--- config.mk ---
export PLATFORM = sky130hd
export DESIGN_NAME = two_level_feedback_scheduler_unit_flat
export DESIGN_NICKNAME = d
export VERILOG_FILES = /design/src/tlfs_pkg.sv /design/src/tlfs_chan_if.sv /design/src/two_level_feedback_scheduler_unit.sv /design/src/tlfs_queue.sv /design/src/tlfs_sched.sv /design/src/flat_wrapper.sv
export SDC_FILE = /design/constraint.sdc
export NUM_CORES = 1
export LEC_CHECK = 0
export ABC_AREA = 1
export BUFFER_PORTS_ARGS = -buffer_cell sky130_fd_sc_hd__buf_2
export CORE_ASPECT_RATIO = 0.9
export CORE_MARGIN = 10
export CORE_UTILIZATION = 30
export CTS_CLUSTER_DIAMETER = 200
export DETAILED_ROUTE_END_ITERATION = 12
export GPL_ROUTABILITY_DRIVEN = 0
export SYNTH_ARGS = -nofsm -noshare
export SYNTH_HDL_FRONTEND = slang
export SYNTH_SLANG_ARGS = --single-unit
--- constraint.sdc ---
create_clock -name clock -period 6.4 [get_ports clock]
set_clock_uncertainty 0.15 [all_clocks]
set_input_delay 0.32 -clock clock [delete_from_list [all_inputs] [get_ports clock]]
set_output_delay 0.32 -clock clock [all_outputs]
set_load 0.01 [all_outputs]
--- src/tlfs_pkg.sv ---
// shared types, widths and helpers of the two-level feedback scheduler
package tlfs_pkg;

   localparam int MAX_JOBS = 16;
   localparam int IDX_W    = $clog2(MAX_JOBS);
   localparam int CNT_W    = $clog2(MAX_JOBS + 1);
   localparam int ID_W     = 8;
   localparam int WORK_W   = 16;
   localparam int QUANT_W  = 8;
   localparam int TIME_W   = 32;

   localparam logic [QUANT_W-1:0] QUANTUM_RESET = QUANT_W'(4);

   typedef struct packed {
      logic              arrival_valid;
      logic [ID_W-1:0]   arrival_id;
      logic [WORK_W-1:0] arrival_work;
   } req_item_type;

   typedef struct packed {
      logic              busy_res;
      logic [ID_W-1:0]   run_id;
      logic              ran_from_background;
      logic              finished;
      logic [TIME_W-1:0] finish_time;
      logic              demoted;
      logic              arrival_dropped;
   } rsp_item_type;

   // queue update for one time unit
   typedef struct packed {
      logic              push_a;
      logic [ID_W-1:0]   a_id;
      logic [WORK_W-1:0] a_work;
      logic              upd;
      logic [WORK_W-1:0] upd_work;
      logic              pop;
      logic              push_b;
      logic [ID_W-1:0]   b_id;
      logic [WORK_W-1:0] b_work;
   } queue_ctl_type;

   // ring slot at head + offset, offset may be up to MAX_JOBS
   function automatic logic [IDX_W-1:0] slot_at(input logic [IDX_W-1:0] head,
                                                input logic [CNT_W-1:0] offset);
      logic [CNT_W-1:0] off_m;
      logic [CNT_W:0]   sum;
      off_m = (offset >= CNT_W'(MAX_JOBS)) ? offset - CNT_W'(MAX_JOBS) : offset;
      sum   = (CNT_W+1)'(head) + (CNT_W+1)'(off_m);
      if (sum >= (CNT_W+1)'(MAX_JOBS)) begin
         sum = sum - (CNT_W+1)'(MAX_JOBS);
      end
      return sum[IDX_W-1:0];
   endfunction

endpackage

--- src/tlfs_chan_if.sv ---
// valid/ready channel interfaces for requests and responses
interface tlfs_req_if;
   import tlfs_pkg::*;
   logic         valid;
   logic         ready;
   req_item_type payload;
   modport source (output valid, output payload, input ready);
   modport sink (input valid, input payload, output ready);
endinterface

interface tlfs_rsp_if;
   import tlfs_pkg::*;
   logic         valid;
   logic         ready;
   rsp_item_type payload;
   modport source (output valid, output payload, input ready);
   modport sink (input valid, input payload, output ready);
endinterface

--- src/two_level_feedback_scheduler_unit.sv ---
// top level of the two-level feedback (foreground/background) scheduler
//
// usage
//   req_chan carries one item per time unit: an optional arriving job
//   (arrival_valid, arrival_id, arrival_work). rsp_chan returns one item per
//   request: which job ran, from which queue, finish, demotion, drop, and the
//   wrapping time count at the end of the unit.
//   csr_we/csr_wdata write the quantum; write it only while the block is idle.
//   an accepted item waits in the request register and is processed when the
//   response register is free or being read; its response is valid from then on.
//   throughput: one item per cycle while rsp_chan takes each response; the whole
//   time unit (push, head service, pop, demotion) is one pass of logic between
//   the request register and the response register.
//   a stalled receiver holds the response register; the request register
//   still takes one more item, then req_chan.ready drops until rsp drains.
//   reset (synchronous, active high) empties both queues, clears the time
//   count and the slice counter, and sets the quantum to four. queue entries
//   are not cleared; only written entries are ever read.
module two_level_feedback_scheduler_unit import tlfs_pkg::*; (
   input  logic               clock,
   input  logic               reset,
   tlfs_req_if.sink           req_chan,
   tlfs_rsp_if.source         rsp_chan,
   input  logic               csr_we,
   input  logic [QUANT_W-1:0] csr_wdata
);

   // request register
   logic               in_valid_ff, in_valid_in;
   req_item_type       in_item_ff;
   // response register
   logic               out_valid_ff, out_valid_in;
   rsp_item_type       out_item_ff;

   logic [QUANT_W-1:0] quantum_ff;
   logic [QUANT_W-1:0] slice_ff, slice_in;
   logic [TIME_W-1:0]  time_ff;

   logic               advance;
   logic               req_take;
   rsp_item_type       result;
   queue_ctl_type      fore_ctl, back_ctl;
   logic [CNT_W-1:0]   fore_count, back_count;
   logic [ID_W-1:0]    fore_id, back_id;
   logic [WORK_W-1:0]  fore_work, back_work;

   // the held item moves on when the response slot is free or being taken
   assign advance  = in_valid_ff && (!out_valid_ff || rsp_chan.ready);
   assign req_chan.ready = !in_valid_ff || advance;
   assign req_take = req_chan.valid && req_chan.ready;

   always_comb begin
      in_valid_in  = req_take || (in_valid_ff && !advance);
      out_valid_in = advance || (out_valid_ff && !rsp_chan.ready);
   end

   always_ff @(posedge clock) begin
      if (reset) begin
         in_valid_ff  <= 1'b0;
         out_valid_ff <= 1'b0;
         quantum_ff   <= QUANTUM_RESET;
         slice_ff     <= '0;
         time_ff      <= '0;
      end else begin
         in_valid_ff  <= in_valid_in;
         out_valid_ff <= out_valid_in;
         if (csr_we) begin
            quantum_ff <= csr_wdata;
         end
         if (advance) begin
            slice_ff <= slice_in;
            time_ff  <= time_ff + TIME_W'(1);
         end
      end
   end

   // payload registers
   always_ff @(posedge clock) begin
      if (req_take) begin
         in_item_ff <= req_chan.payload;
      end
      if (advance) begin
         out_item_ff <= result;
      end
   end

   tlfs_sched u_sched (
      .item       (in_item_ff),
      .quantum    (quantum_ff),
      .slice_used (slice_ff),
      .time_now   (time_ff),
      .fore_count (fore_count),
      .fore_id    (fore_id),
      .fore_work  (fore_work),
      .back_count (back_count),
      .back_id    (back_id),
      .back_work  (back_work),
      .result     (result),
      .fore_ctl   (fore_ctl),
      .back_ctl   (back_ctl),
      .slice_next (slice_in)
   );

   // foreground: round robin with quantum
   tlfs_queue u_fore (
      .clock     (clock),
      .reset     (reset),
      .advance   (advance),
      .ctl       (fore_ctl),
      .head_id   (fore_id),
      .head_work (fore_work),
      .count     (fore_count)
   );

   // background: first come first served
   tlfs_queue u_back (
      .clock     (clock),
      .reset     (reset),
      .advance   (advance),
      .ctl       (back_ctl),
      .head_id   (back_id),
      .head_work (back_work),
      .count     (back_count)
   );

   assign rsp_chan.valid   = out_valid_ff;
   assign rsp_chan.payload = out_item_ff;

`ifndef SYNTH
   a_fore_bound: assert property (@(posedge clock) disable iff (reset)
      fore_count <= CNT_W'(MAX_JOBS))
      else $error("foreground count beyond capacity");

   a_back_bound: assert property (@(posedge clock) disable iff (reset)
      back_count <= CNT_W'(MAX_JOBS))
      else $error("background count beyond capacity");

   a_result_loaded: assert property (@(posedge clock) disable iff (reset)
      advance |=> out_valid_ff)
      else $error("processed item left no response");

   a_time_step: assert property (@(posedge clock) disable iff (reset)
      advance && !$past(reset) |=> time_ff == $past(time_ff) + TIME_W'(1))
      else $error("time count did not advance by one");

   a_idle_only_empty: assert property (@(posedge clock) disable iff (reset)
      advance && !result.busy_res |->
         fore_count == '0 && back_count == '0 && !in_item_ff.arrival_valid)
      else $error("idle unit while a job was queued");
`endif

endmodule

--- src/tlfs_queue.sv ---
// circular job queue with head pointer, fill count and two tail pushes
module tlfs_queue import tlfs_pkg::*; (
   input  logic              clock,
   input  logic              reset,
   input  logic              advance,
   input  queue_ctl_type     ctl,
   output logic [ID_W-1:0]   head_id,
   output logic [WORK_W-1:0] head_work,
   output logic [CNT_W-1:0]  count
);

   logic [IDX_W-1:0]  head_ff, head_in;
   logic [CNT_W-1:0]  count_ff, count_in;
   logic [ID_W-1:0]   ids_ff [MAX_JOBS];
   logic [WORK_W-1:0] work_ff [MAX_JOBS];
   logic [IDX_W-1:0]  slot_a, slot_b;

   // second push lands behind the first one and after a possible pop
   assign slot_a = slot_at(head_ff, count_ff);
   assign slot_b = slot_at(head_ff, count_ff + CNT_W'(ctl.push_a));

   always_comb begin
      head_in  = ctl.pop ? slot_at(head_ff, CNT_W'(1)) : head_ff;
      count_in = count_ff + CNT_W'(ctl.push_a) + CNT_W'(ctl.push_b) - CNT_W'(ctl.pop);
   end

   always_ff @(posedge clock) begin
      if (reset) begin
         head_ff  <= '0;
         count_ff <= '0;
      end else if (advance) begin
         head_ff  <= head_in;
         count_ff <= count_in;
      end
   end

   // later writes take priority
   always_ff @(posedge clock) begin
      if (advance) begin
         if (ctl.push_a) begin
            ids_ff[slot_a]  <= ctl.a_id;
            work_ff[slot_a] <= ctl.a_work;
         end
         if (ctl.upd) begin
            work_ff[head_ff] <= ctl.upd_work;
         end
         if (ctl.push_b) begin
            ids_ff[slot_b]  <= ctl.b_id;
            work_ff[slot_b] <= ctl.b_work;
         end
      end
   end

   assign head_id   = ids_ff[head_ff];
   assign head_work = work_ff[head_ff];
   assign count     = count_ff;

endmodule

--- src/tlfs_sched.sv ---
// scheduling decision for one time unit
module tlfs_sched import tlfs_pkg::*; (
   input  req_item_type       item,
   input  logic [QUANT_W-1:0] quantum,
   input  logic [QUANT_W-1:0] slice_used,
   input  logic [TIME_W-1:0]  time_now,
   input  logic [CNT_W-1:0]   fore_count,
   input  logic [ID_W-1:0]    fore_id,
   input  logic [WORK_W-1:0]  fore_work,
   input  logic [CNT_W-1:0]   back_count,
   input  logic [ID_W-1:0]    back_id,
   input  logic [WORK_W-1:0]  back_work,
   output rsp_item_type       result,
   output queue_ctl_type      fore_ctl,
   output queue_ctl_type      back_ctl,
   output logic [QUANT_W-1:0] slice_next
);

   logic [QUANT_W-1:0] q_eff;
   logic [QUANT_W:0]   slice_inc;
   logic               arr_push;
   logic               fore_any;
   logic [ID_W-1:0]    f_id;
   logic [WORK_W-1:0]  f_work;
   logic [WORK_W-1:0]  f_left;

   always_comb begin
      q_eff     = (quantum == '0) ? QUANT_W'(1) : quantum;
      slice_inc = (QUANT_W+1)'(slice_used) + (QUANT_W+1)'(1);
      arr_push  = item.arrival_valid && (fore_count != CNT_W'(MAX_JOBS));
      fore_any  = (fore_count != '0) || arr_push;
      // an arrival into an empty foreground becomes the head at once
      f_id      = (fore_count == '0) ? item.arrival_id : fore_id;
      f_work    = (fore_count == '0) ? item.arrival_work : fore_work;
      f_left    = f_work - WORK_W'(1);

      result                     = '0;
      result.finish_time         = time_now + TIME_W'(1);
      result.arrival_dropped     = item.arrival_valid && !arr_push;

      fore_ctl        = '0;
      fore_ctl.push_a = arr_push;
      fore_ctl.a_id   = item.arrival_id;
      fore_ctl.a_work = item.arrival_work;
      fore_ctl.b_id   = f_id;
      fore_ctl.b_work = f_left;
      fore_ctl.upd_work = f_left;

      back_ctl        = '0;
      back_ctl.a_id   = f_id;
      back_ctl.a_work = f_left;
      back_ctl.upd_work = back_work - WORK_W'(1);

      slice_next = slice_used;

      if (fore_any) begin
         result.busy_res = 1'b1;
         result.run_id   = f_id;
         if (f_work <= WORK_W'(1)) begin
            result.finished = 1'b1;
            fore_ctl.pop    = 1'b1;
            slice_next      = '0;
         end else if (slice_inc >= (QUANT_W+1)'(q_eff)) begin
            fore_ctl.pop = 1'b1;
            slice_next   = '0;
            if (back_count != CNT_W'(MAX_JOBS)) begin
               back_ctl.push_a = 1'b1;
               result.demoted  = 1'b1;
            end else begin
               // background full: back to the foreground tail
               fore_ctl.push_b = 1'b1;
            end
         end else begin
            fore_ctl.upd = 1'b1;
            slice_next   = slice_inc[QUANT_W-1:0];
         end
      end else if (back_count != '0) begin
         result.busy_res            = 1'b1;
         result.ran_from_background = 1'b1;
         result.run_id              = back_id;
         if (back_work <= WORK_W'(1)) begin
            result.finished = 1'b1;
            back_ctl.pop    = 1'b1;
         end else begin
            back_ctl.upd = 1'b1;
         end
      end
   end

endmodule
--- src/flat_wrapper.sv ---
// flat-port wrapper written by rule: the top's interface ports become plain ports
module two_level_feedback_scheduler_unit_flat import tlfs_pkg::*;
  (clock, reset, csr_we, csr_wdata, req_chan_valid, req_chan_payload, req_chan_ready, rsp_chan_valid, rsp_chan_payload, rsp_chan_ready);
  tlfs_req_if req_chan_i ();
  tlfs_rsp_if rsp_chan_i ();
  input  logic clock;
  input  logic reset;
  input  logic csr_we;
  input  logic [QUANT_W-1:0] csr_wdata;
  input wire logic [$bits(req_chan_i.valid)-1:0] req_chan_valid;
  input wire logic [$bits(req_chan_i.payload)-1:0] req_chan_payload;
  output wire logic [$bits(req_chan_i.ready)-1:0] req_chan_ready;
  output wire logic [$bits(rsp_chan_i.valid)-1:0] rsp_chan_valid;
  output wire logic [$bits(rsp_chan_i.payload)-1:0] rsp_chan_payload;
  input wire logic [$bits(rsp_chan_i.ready)-1:0] rsp_chan_ready;
  assign req_chan_i.valid = req_chan_valid;
  assign req_chan_i.payload = req_chan_payload;
  assign req_chan_ready = req_chan_i.ready;
  assign rsp_chan_valid = rsp_chan_i.valid;
  assign rsp_chan_payload = rsp_chan_i.payload;
  assign rsp_chan_i.ready = rsp_chan_ready;
  two_level_feedback_scheduler_unit u_core (.clock(clock), .reset(reset), .req_chan(req_chan_i), .rsp_chan(rsp_chan_i), .csr_we(csr_we), .csr_wdata(csr_wdata));
endmodule
### Word-level counts from Yosys, hierarchy flattened

Memories as Yosys holds them, arrays and structs flattened. A register that Yosys moved wholly into a read port is not among the register bits.
Cells that the tools add are included.

| storage, ports and cells | value |
|---|---|
| flip-flop bits (word level) | 138 |
| bits in writable memories | 768 |
| input bits | 38 |
| logic and storage cells | 147 |
| memories | 4 |

| operators by class | value |
|---|---|
| add/subtract/negate cells | 22 |
| order comparisons | 11 |
| equal/unequal tests | 2 |
| muxes and demuxes | 64 |
| reductions and logical operators | 25 |

Memories:

| name | depth | bits a word | rd ports | clocked after Yosys merged registers in | wr ports | RTL line | text |
|---|---|---|---|---|---|---|---|
| u_core.u_back.work_ff | 16 | 16 | 1 | 1 | 1 | tlfs_queue.sv:15 | `logic [WORK_W-1:0] work_ff [MAX_JOBS];` |
| u_core.u_fore.work_ff | 16 | 16 | 1 | 1 | 2 | tlfs_queue.sv:15 |  |
| u_core.u_back.ids_ff | 16 | 8 | 1 | 1 | 1 | tlfs_queue.sv:14 | `logic [ID_W-1:0] ids_ff [MAX_JOBS];` |
| u_core.u_fore.ids_ff | 16 | 8 | 1 | 1 | 2 | tlfs_queue.sv:14 |  |

Operators by type and width:

| operator | count |
|---|---|
| two-way mux 4 bit | 15 |
| two-way mux 16 bit | 3 |
| two-way mux 8 bit | 5 |
| two-way mux 1 bit | 35 |
| adder 32 x 1 -> 32 bit (second input constant) | 1 |
| <= comparator 16 x 1 -> 1 bit (second input constant) | 2 |
| OR reduction 16 bit | 2 |
| subtractor 16 x 1 -> 16 bit (second input constant) | 2 |
| >= comparator 5 bit (second input constant) | 5 |
| subtractor 4 x 1 -> 4 bit (second input constant) | 5 |
| adder 4 x 5 -> 6 bit | 3 |
| >= comparator 6 x 5 -> 1 bit (second input constant) | 3 |
| adder 5 x 1 -> 5 bit | 3 |
| two-way mux 5 bit | 3 |
| subtractor 5 bit (second input constant) | 3 |
| two-way mux 11 bit | 1 |
| adder 4 x 1 -> 5 bit (second input constant) | 2 |
| inequality test 5 bit (second input constant) | 2 |
| nonzero test 5 bit | 2 |
| subtractor 5 x 1 -> 5 bit | 2 |
| adder 8 x 1 -> 9 bit (second input constant) | 1 |
| >= comparator 9 x 8 -> 1 bit | 1 |
| zero test 8 bit | 1 |
| logical AND 1 bit | 6 |
| 5 further kinds | 16 |

### Depth between registers and ports, before layout

| logic depth | value |
|---|---|
| word-level depth | 11 |
| gate-level depth with buffers | 31 |
| depth with buffers taken out | 27 |

### Cells and area by module

From an unflattened synthesis, not the netlist that was laid out.

| unflattened totals | value |
|---|---|
| cell total of the unflattened synthesis | 7947 |
| area total of the unflattened synthesis | 60394.2 µm² |

By module, submodules not included:

| module | instances | cells an instance | area each (µm²) | seq. area each (µm²) |
|---|---|---|---|---|
| tlfs_queue at u_core.u_back | 1 | 3463 | 26285.2 | 11791.3 |
| tlfs_queue at u_core.u_fore | 1 | 3464 | 26285.2 | 11791.3 |
| two_level_feedback_scheduler_unit | 1 | 420 | 4455.5 | 3103.0 |
| tlfs_sched | 1 | 600 | 3368.2 | 0.0 |

### Worst setup path after synthesis

No wires, ideal clock.

| timing | value |
|---|---|
| path kind | register to register |
| start | reg (tool-made name) |
| end | mem u_core.u_fore.work_ff[10][0], enable pin |
| library setup time | 0.411 ns |
| arrival | 4.399 ns |
| data required time | 5.839 ns |
| slack | 1.440 ns |
| cell stages (with the launch flop) | 25 |
| path buffers | 8 |
| clock period less this slack | 4.960 ns |
| path through | dfxtp_1 -> buf_6 -> buf_6 -> buf_6 -> buf_6 -> buf_2 -> nand2_1 -> nand3_1 -> nand3_1 -> nand3_1 -> nand2_1 -> nand2_1 -> o21ai_1 -> buf_2 -> buf_1 -> ha_1 -> o211ai_1 -> nor2_1 -> nand2_2 -> nand3_4 -> nand2_1 -> nand2_1 -> nand3_1 -> clkbuf_1 -> o21ai_0 |

RTL lines:

| what | RTL line |
|---|---|
| end: declaration | tlfs_queue.sv:15 |

==> impl_summary.txt <==
----------------------------------------------------
[Hold path]
  Worst min-delay path category ... input pin to flop
  Start point of the worst min-delay path ... reset

[Cells and area]
  Fillers ... 14800
  Fraction of final layout cells sized beyond drive strength 1 ... 10.03%
  Register cell area after layout ... 26700 sq um
  Combined area of the multi-input logic cells ... 15630 sq um
  Final Util ... 34.34%
  Final-stage net count ... 4728
  Syn-to-layout area delta ... 13.71%

[Routing]
  Detailed-route DRC error count ... 0
  Average vias per placed instance ... 5.195
  Average wire length per cell after detail routing ... 20.65 um
  Starting DRC count in detailed routing ... 3746
  Via count ... 34820
  Router iterations before antenna repair ... 6
  Met2 wire length ... 62470 um
  Sum of routed wire length over all layers ... 138400 um
  Number of nets still failing antenna checks after routing ... 0
  Top routing layer used ... met5
  Metal1 wirelength ... 58410 um
  Met3 WL ... 13070 um

[Floorplan]
  Chip height ... 386.6 um
  Die extent in x ... 427.4 um
  Total I/O pin count ... 85
  Row Count ... 134
  DIE AREA ... 165200 sq um
  Core area ... 148400 sq um
  Initial cell density of the core ... 30.20%

[Worst setup path]
  CP peak stage delay ... 1.00 ns
  Type of the setup path with the least slack ... flop to flop
  Cell Chain, Critical Path ... inv_6 > buf_4 > nor2_1 > o211ai_1 > nand3_1 > nand2_1 > nand2_1 > o21ai_1 > inv_2 > ha_1 > o211ai_1 > nor2_1 > nand2_2 > nand3_4 > nand2_1 > nand3_2 > o21ai_2
  Critical Path Sink Type ... flop
  Slowest CP cell ... sky130_fd_sc_hd__o21ai_2
  Data arrival time at the worst-slack endpoint ... 5.54 ns
  Required @ worst endpoint ... 6.52 ns
  Maximum fanout along the worst path ... 54
  Startpoint types ... flop
  Cell repeated most along the worst path ... sky130_fd_sc_hd__nand2_1

[Synth]
  Distinct cell type count after synthesis ... 50
  Count of synthesis-stage warnings from yosys ... 0
  Top FF cell, synth ... sky130_fd_sc_hd__edfxtp_1
  Number of enable flip-flop cells after synthesis ... 838
  Fraction of synthesis flops using an asynchronous set or reset pin ... 0%
  Post-Synthesis Cells ... 4614
  Synthesis-stage register bit count ... 914
  Post-synthesis net count ... 4692
  Share of the yosys chip area belonging to registers ... 59.56%
  Combined area of all synthesized cells ... 44810 sq um
  Post-Syn Area per Cell ... 9.711 sq um

[Clock network]
  Clock tree root driver cell ... sky130_fd_sc_hd__clkbuf_16
  # resized after CTS ... 0
  Largest buffer count on any clock path ... 3
  Count of buffers added by post-CTS timing repair for setup ... 0
  Clock sink count ... 914
  Latest clock arrival within the worst-skew pair ... 0.69 ns
  H-tree Lvls ... 3
  Hold-fix buffers, CTS ... 46
  Clock tree from TritonCTS ... yes
  CTS buffer count ... 97
  Clock-pin slew of the registers on the worst-case setup and hold paths ... 0.06 ns

[GRT]
  Total gr overflow ... 0
  Antenna violations before repair ... 11
  First-pass GRT wire length ... 205800 um
  Gr usage total ... 15.96%
  Maximum number of pins on one net before global-route repair ... 74
  Via count of the first global-routing pass ... 32890

[Placement]
  Placed wire-length estimate after detailed placement ... 87480 um
  Post-Place Worst Slack ... 1.104 ns
  Port Buf Inserts ... 84

[Timing]
  Setup ws final ... 0.9813 ns
  Sum of negative setup slack ... 0 ns
  Max_slew headroom ... 11.12%
  Final Hold Vio Count ... 0
  Max frequency ... 184.5 MHz
  Final setup viols ... 0
  Setup repair after global routing missed its margin ... no
  Actual transition at the worst max-transition pin ... 1.330 ns
  Final Critical Period ... 5.419 ns
  Pins Over Slew Limit ... 0
  Final clock period utilization by the worst path ... 84.67%

[Flow run]
  Count of max-cap constraint violations ... 0

[Power]
  Worst vdd rail ir drop ... 0.0002103 V
  Power per standard cell area ... 272.2 nW/um^2
  Leakage power ... 18.77 nW

[Run status]
  Result of the run ... complete, no violations

----------------------------------------------------
## critical path: cells and delay by family (launching register included)
| family | cells | cell delay [ns] |
|---|---|---|
| AOI/OAI and AO/OA | 4 | 1.58 |
| and+or+nand+nor | 9 | 1.44 |
| buffers and inverters | 3 | 1.08 |
| DFF | 1 | 0.46 |
| adders and majority gates | 1 | 0.24 |
## Yosys cell counts, drive strengths merged (14+ instances only)
cell	n	area (sq um)
o21bai	192	1441
nand2	900	3428
edfxtp	838	25160
nor3	37	190.2
xnor2	14	122.6
buf	156	980.9
ha	36	450.4
o221ai	82	718.2
nand4	18	125.1
dfxtp	76	1521
o21ai	575	2882
a21oi	67	335.3
nand3	472	2385
inv	243	914.6
xor2	56	498.0
o211ai	43	322.8
nor2	546	2092
clkbuf	194	728.2
o22ai	40	250.2
## final timing paths
path | endpoint | slack, ns | cells past startpoint
worst min register to register | u_core.rsp_chan.valid | 0.32 | 2
worst max-delay path | u_core.u_fore.work_ff[6][7] | 0.98 | 17
worst max register to register | u_core.u_fore.work_ff[6][7] | 0.98 | 17
worst min-delay path | u_core.rsp_chan.valid | 0.15 | 3
## cells in the final DEF, fill, tap and decap left out, types with 7 or more instances in the layout
cell type,instances
sky130_fd_sc_hd__a21oi_1,67
sky130_fd_sc_hd__buf_2,84
sky130_fd_sc_hd__buf_4,151
sky130_fd_sc_hd__clkbuf_1,23
sky130_fd_sc_hd__clkbuf_16,100
sky130_fd_sc_hd__clkbuf_8,7
sky130_fd_sc_hd__clkinv_1,24
sky130_fd_sc_hd__clkinv_2,16
sky130_fd_sc_hd__dfxtp_1,70
sky130_fd_sc_hd__dlygate4sd3_1,46
sky130_fd_sc_hd__edfxtp_1,838
sky130_fd_sc_hd__ha_1,36
sky130_fd_sc_hd__inv_1,225
sky130_fd_sc_hd__inv_2,16
sky130_fd_sc_hd__nand2_1,879
sky130_fd_sc_hd__nand2_2,21
sky130_fd_sc_hd__nand3_1,465
sky130_fd_sc_hd__nand4_1,16
sky130_fd_sc_hd__nor2_1,519
sky130_fd_sc_hd__nor2_2,20
sky130_fd_sc_hd__nor2_4,7
sky130_fd_sc_hd__nor3_1,36
sky130_fd_sc_hd__o211ai_1,43
sky130_fd_sc_hd__o21ai_0,506
sky130_fd_sc_hd__o21ai_1,55
sky130_fd_sc_hd__o21ai_2,14
sky130_fd_sc_hd__o21bai_1,192
sky130_fd_sc_hd__o221ai_1,82
sky130_fd_sc_hd__o22ai_1,40
sky130_fd_sc_hd__xnor2_1,13
sky130_fd_sc_hd__xor2_1,55
## through the flow
stage,cell area [sq um],total power [mW],hold WS [ns],instances
3_5_place_dp,47410,8.444,0.3273,6477
2_1_floorplan,44810,7.791,0.2689,4614
4_1_cts,50940,13.93,0.1064,6700
6_report,50950,13.87,0.1487,6704
5_1_grt,50950,14.30,0.1784,6703
3_3_place_gp,47410,8.417,0.3111,6477
## power by group
group | total (mW) | switching, mW | internal [mW]
registers | 6.86 | 0.0722 | 6.79
clock network | 5.50 | 2.39 | 3.11
logic | 1.51 | 1.15 | 0.361
total | 13.9 | 3.61 | 10.3
## flip-flops by register name, indices dropped and copies added, names as in the netlist, named ones only
register                 count
u_core.rsp_chan.valid        1
u_core.quantum_ff            8
u_core.u_back.count          5
u_core.in_valid_ff           1
u_core.u_fore.ids_ff       128
u_core.u_fore.head_ff        4
u_core.rsp_chan.payload     45
u_core.u_fore.work_ff      256
u_core.u_back.work_ff      256
u_core.u_back.head_ff        4
u_core.u_fore.count          5
u_core.slice_ff              8
u_core.time_ff              32
u_core.u_back.ids_ff       128
u_core.in_item_ff           25
## logic make-up (layout without fill, tap and decap cells)
| logic type | count (synthesis) | count (layout) | synth area share, % |
|---|---|---|---|
| other | 0 | 4 | 0 |
| adders and majority gates | 40 | 40 | 1.184 |
| DFF | 914 | 914 | 59.56 |
| xor gates and xnor gates | 70 | 70 | 1.385 |
| and+or+nand+nor | 1982 | 1982 | 18.48 |
| muxes | 1 | 1 | 0.02234 |
| buffers and inverters | 597 | 711 | 5.889 |
| AOI/OAI and AO/OA | 1010 | 1010 | 13.48 |
## per-layer routing
metal  global-route usage (%)  vias up
met3                    3.132      235
met1                    22.02    16790
met2                    24.89     1585
li1                         -    16210
met4                    5.391        4
met5                        0        -
## final cells by class
type | instances | share of cell area, %
Antenna cell | 4 | 0.01965
Clock inverter | 47 | 0.7514
Clock buffer | 130 | 5.270
Timing Repair Buffer | 287 | 4.189
Tap cell | 1972 | 4.843
Multi-Input combinational cell | 3103 | 30.68
Sequential cell | 914 | 52.40
Inverter | 247 | 1.839
(Power assumes the default switching activity.)
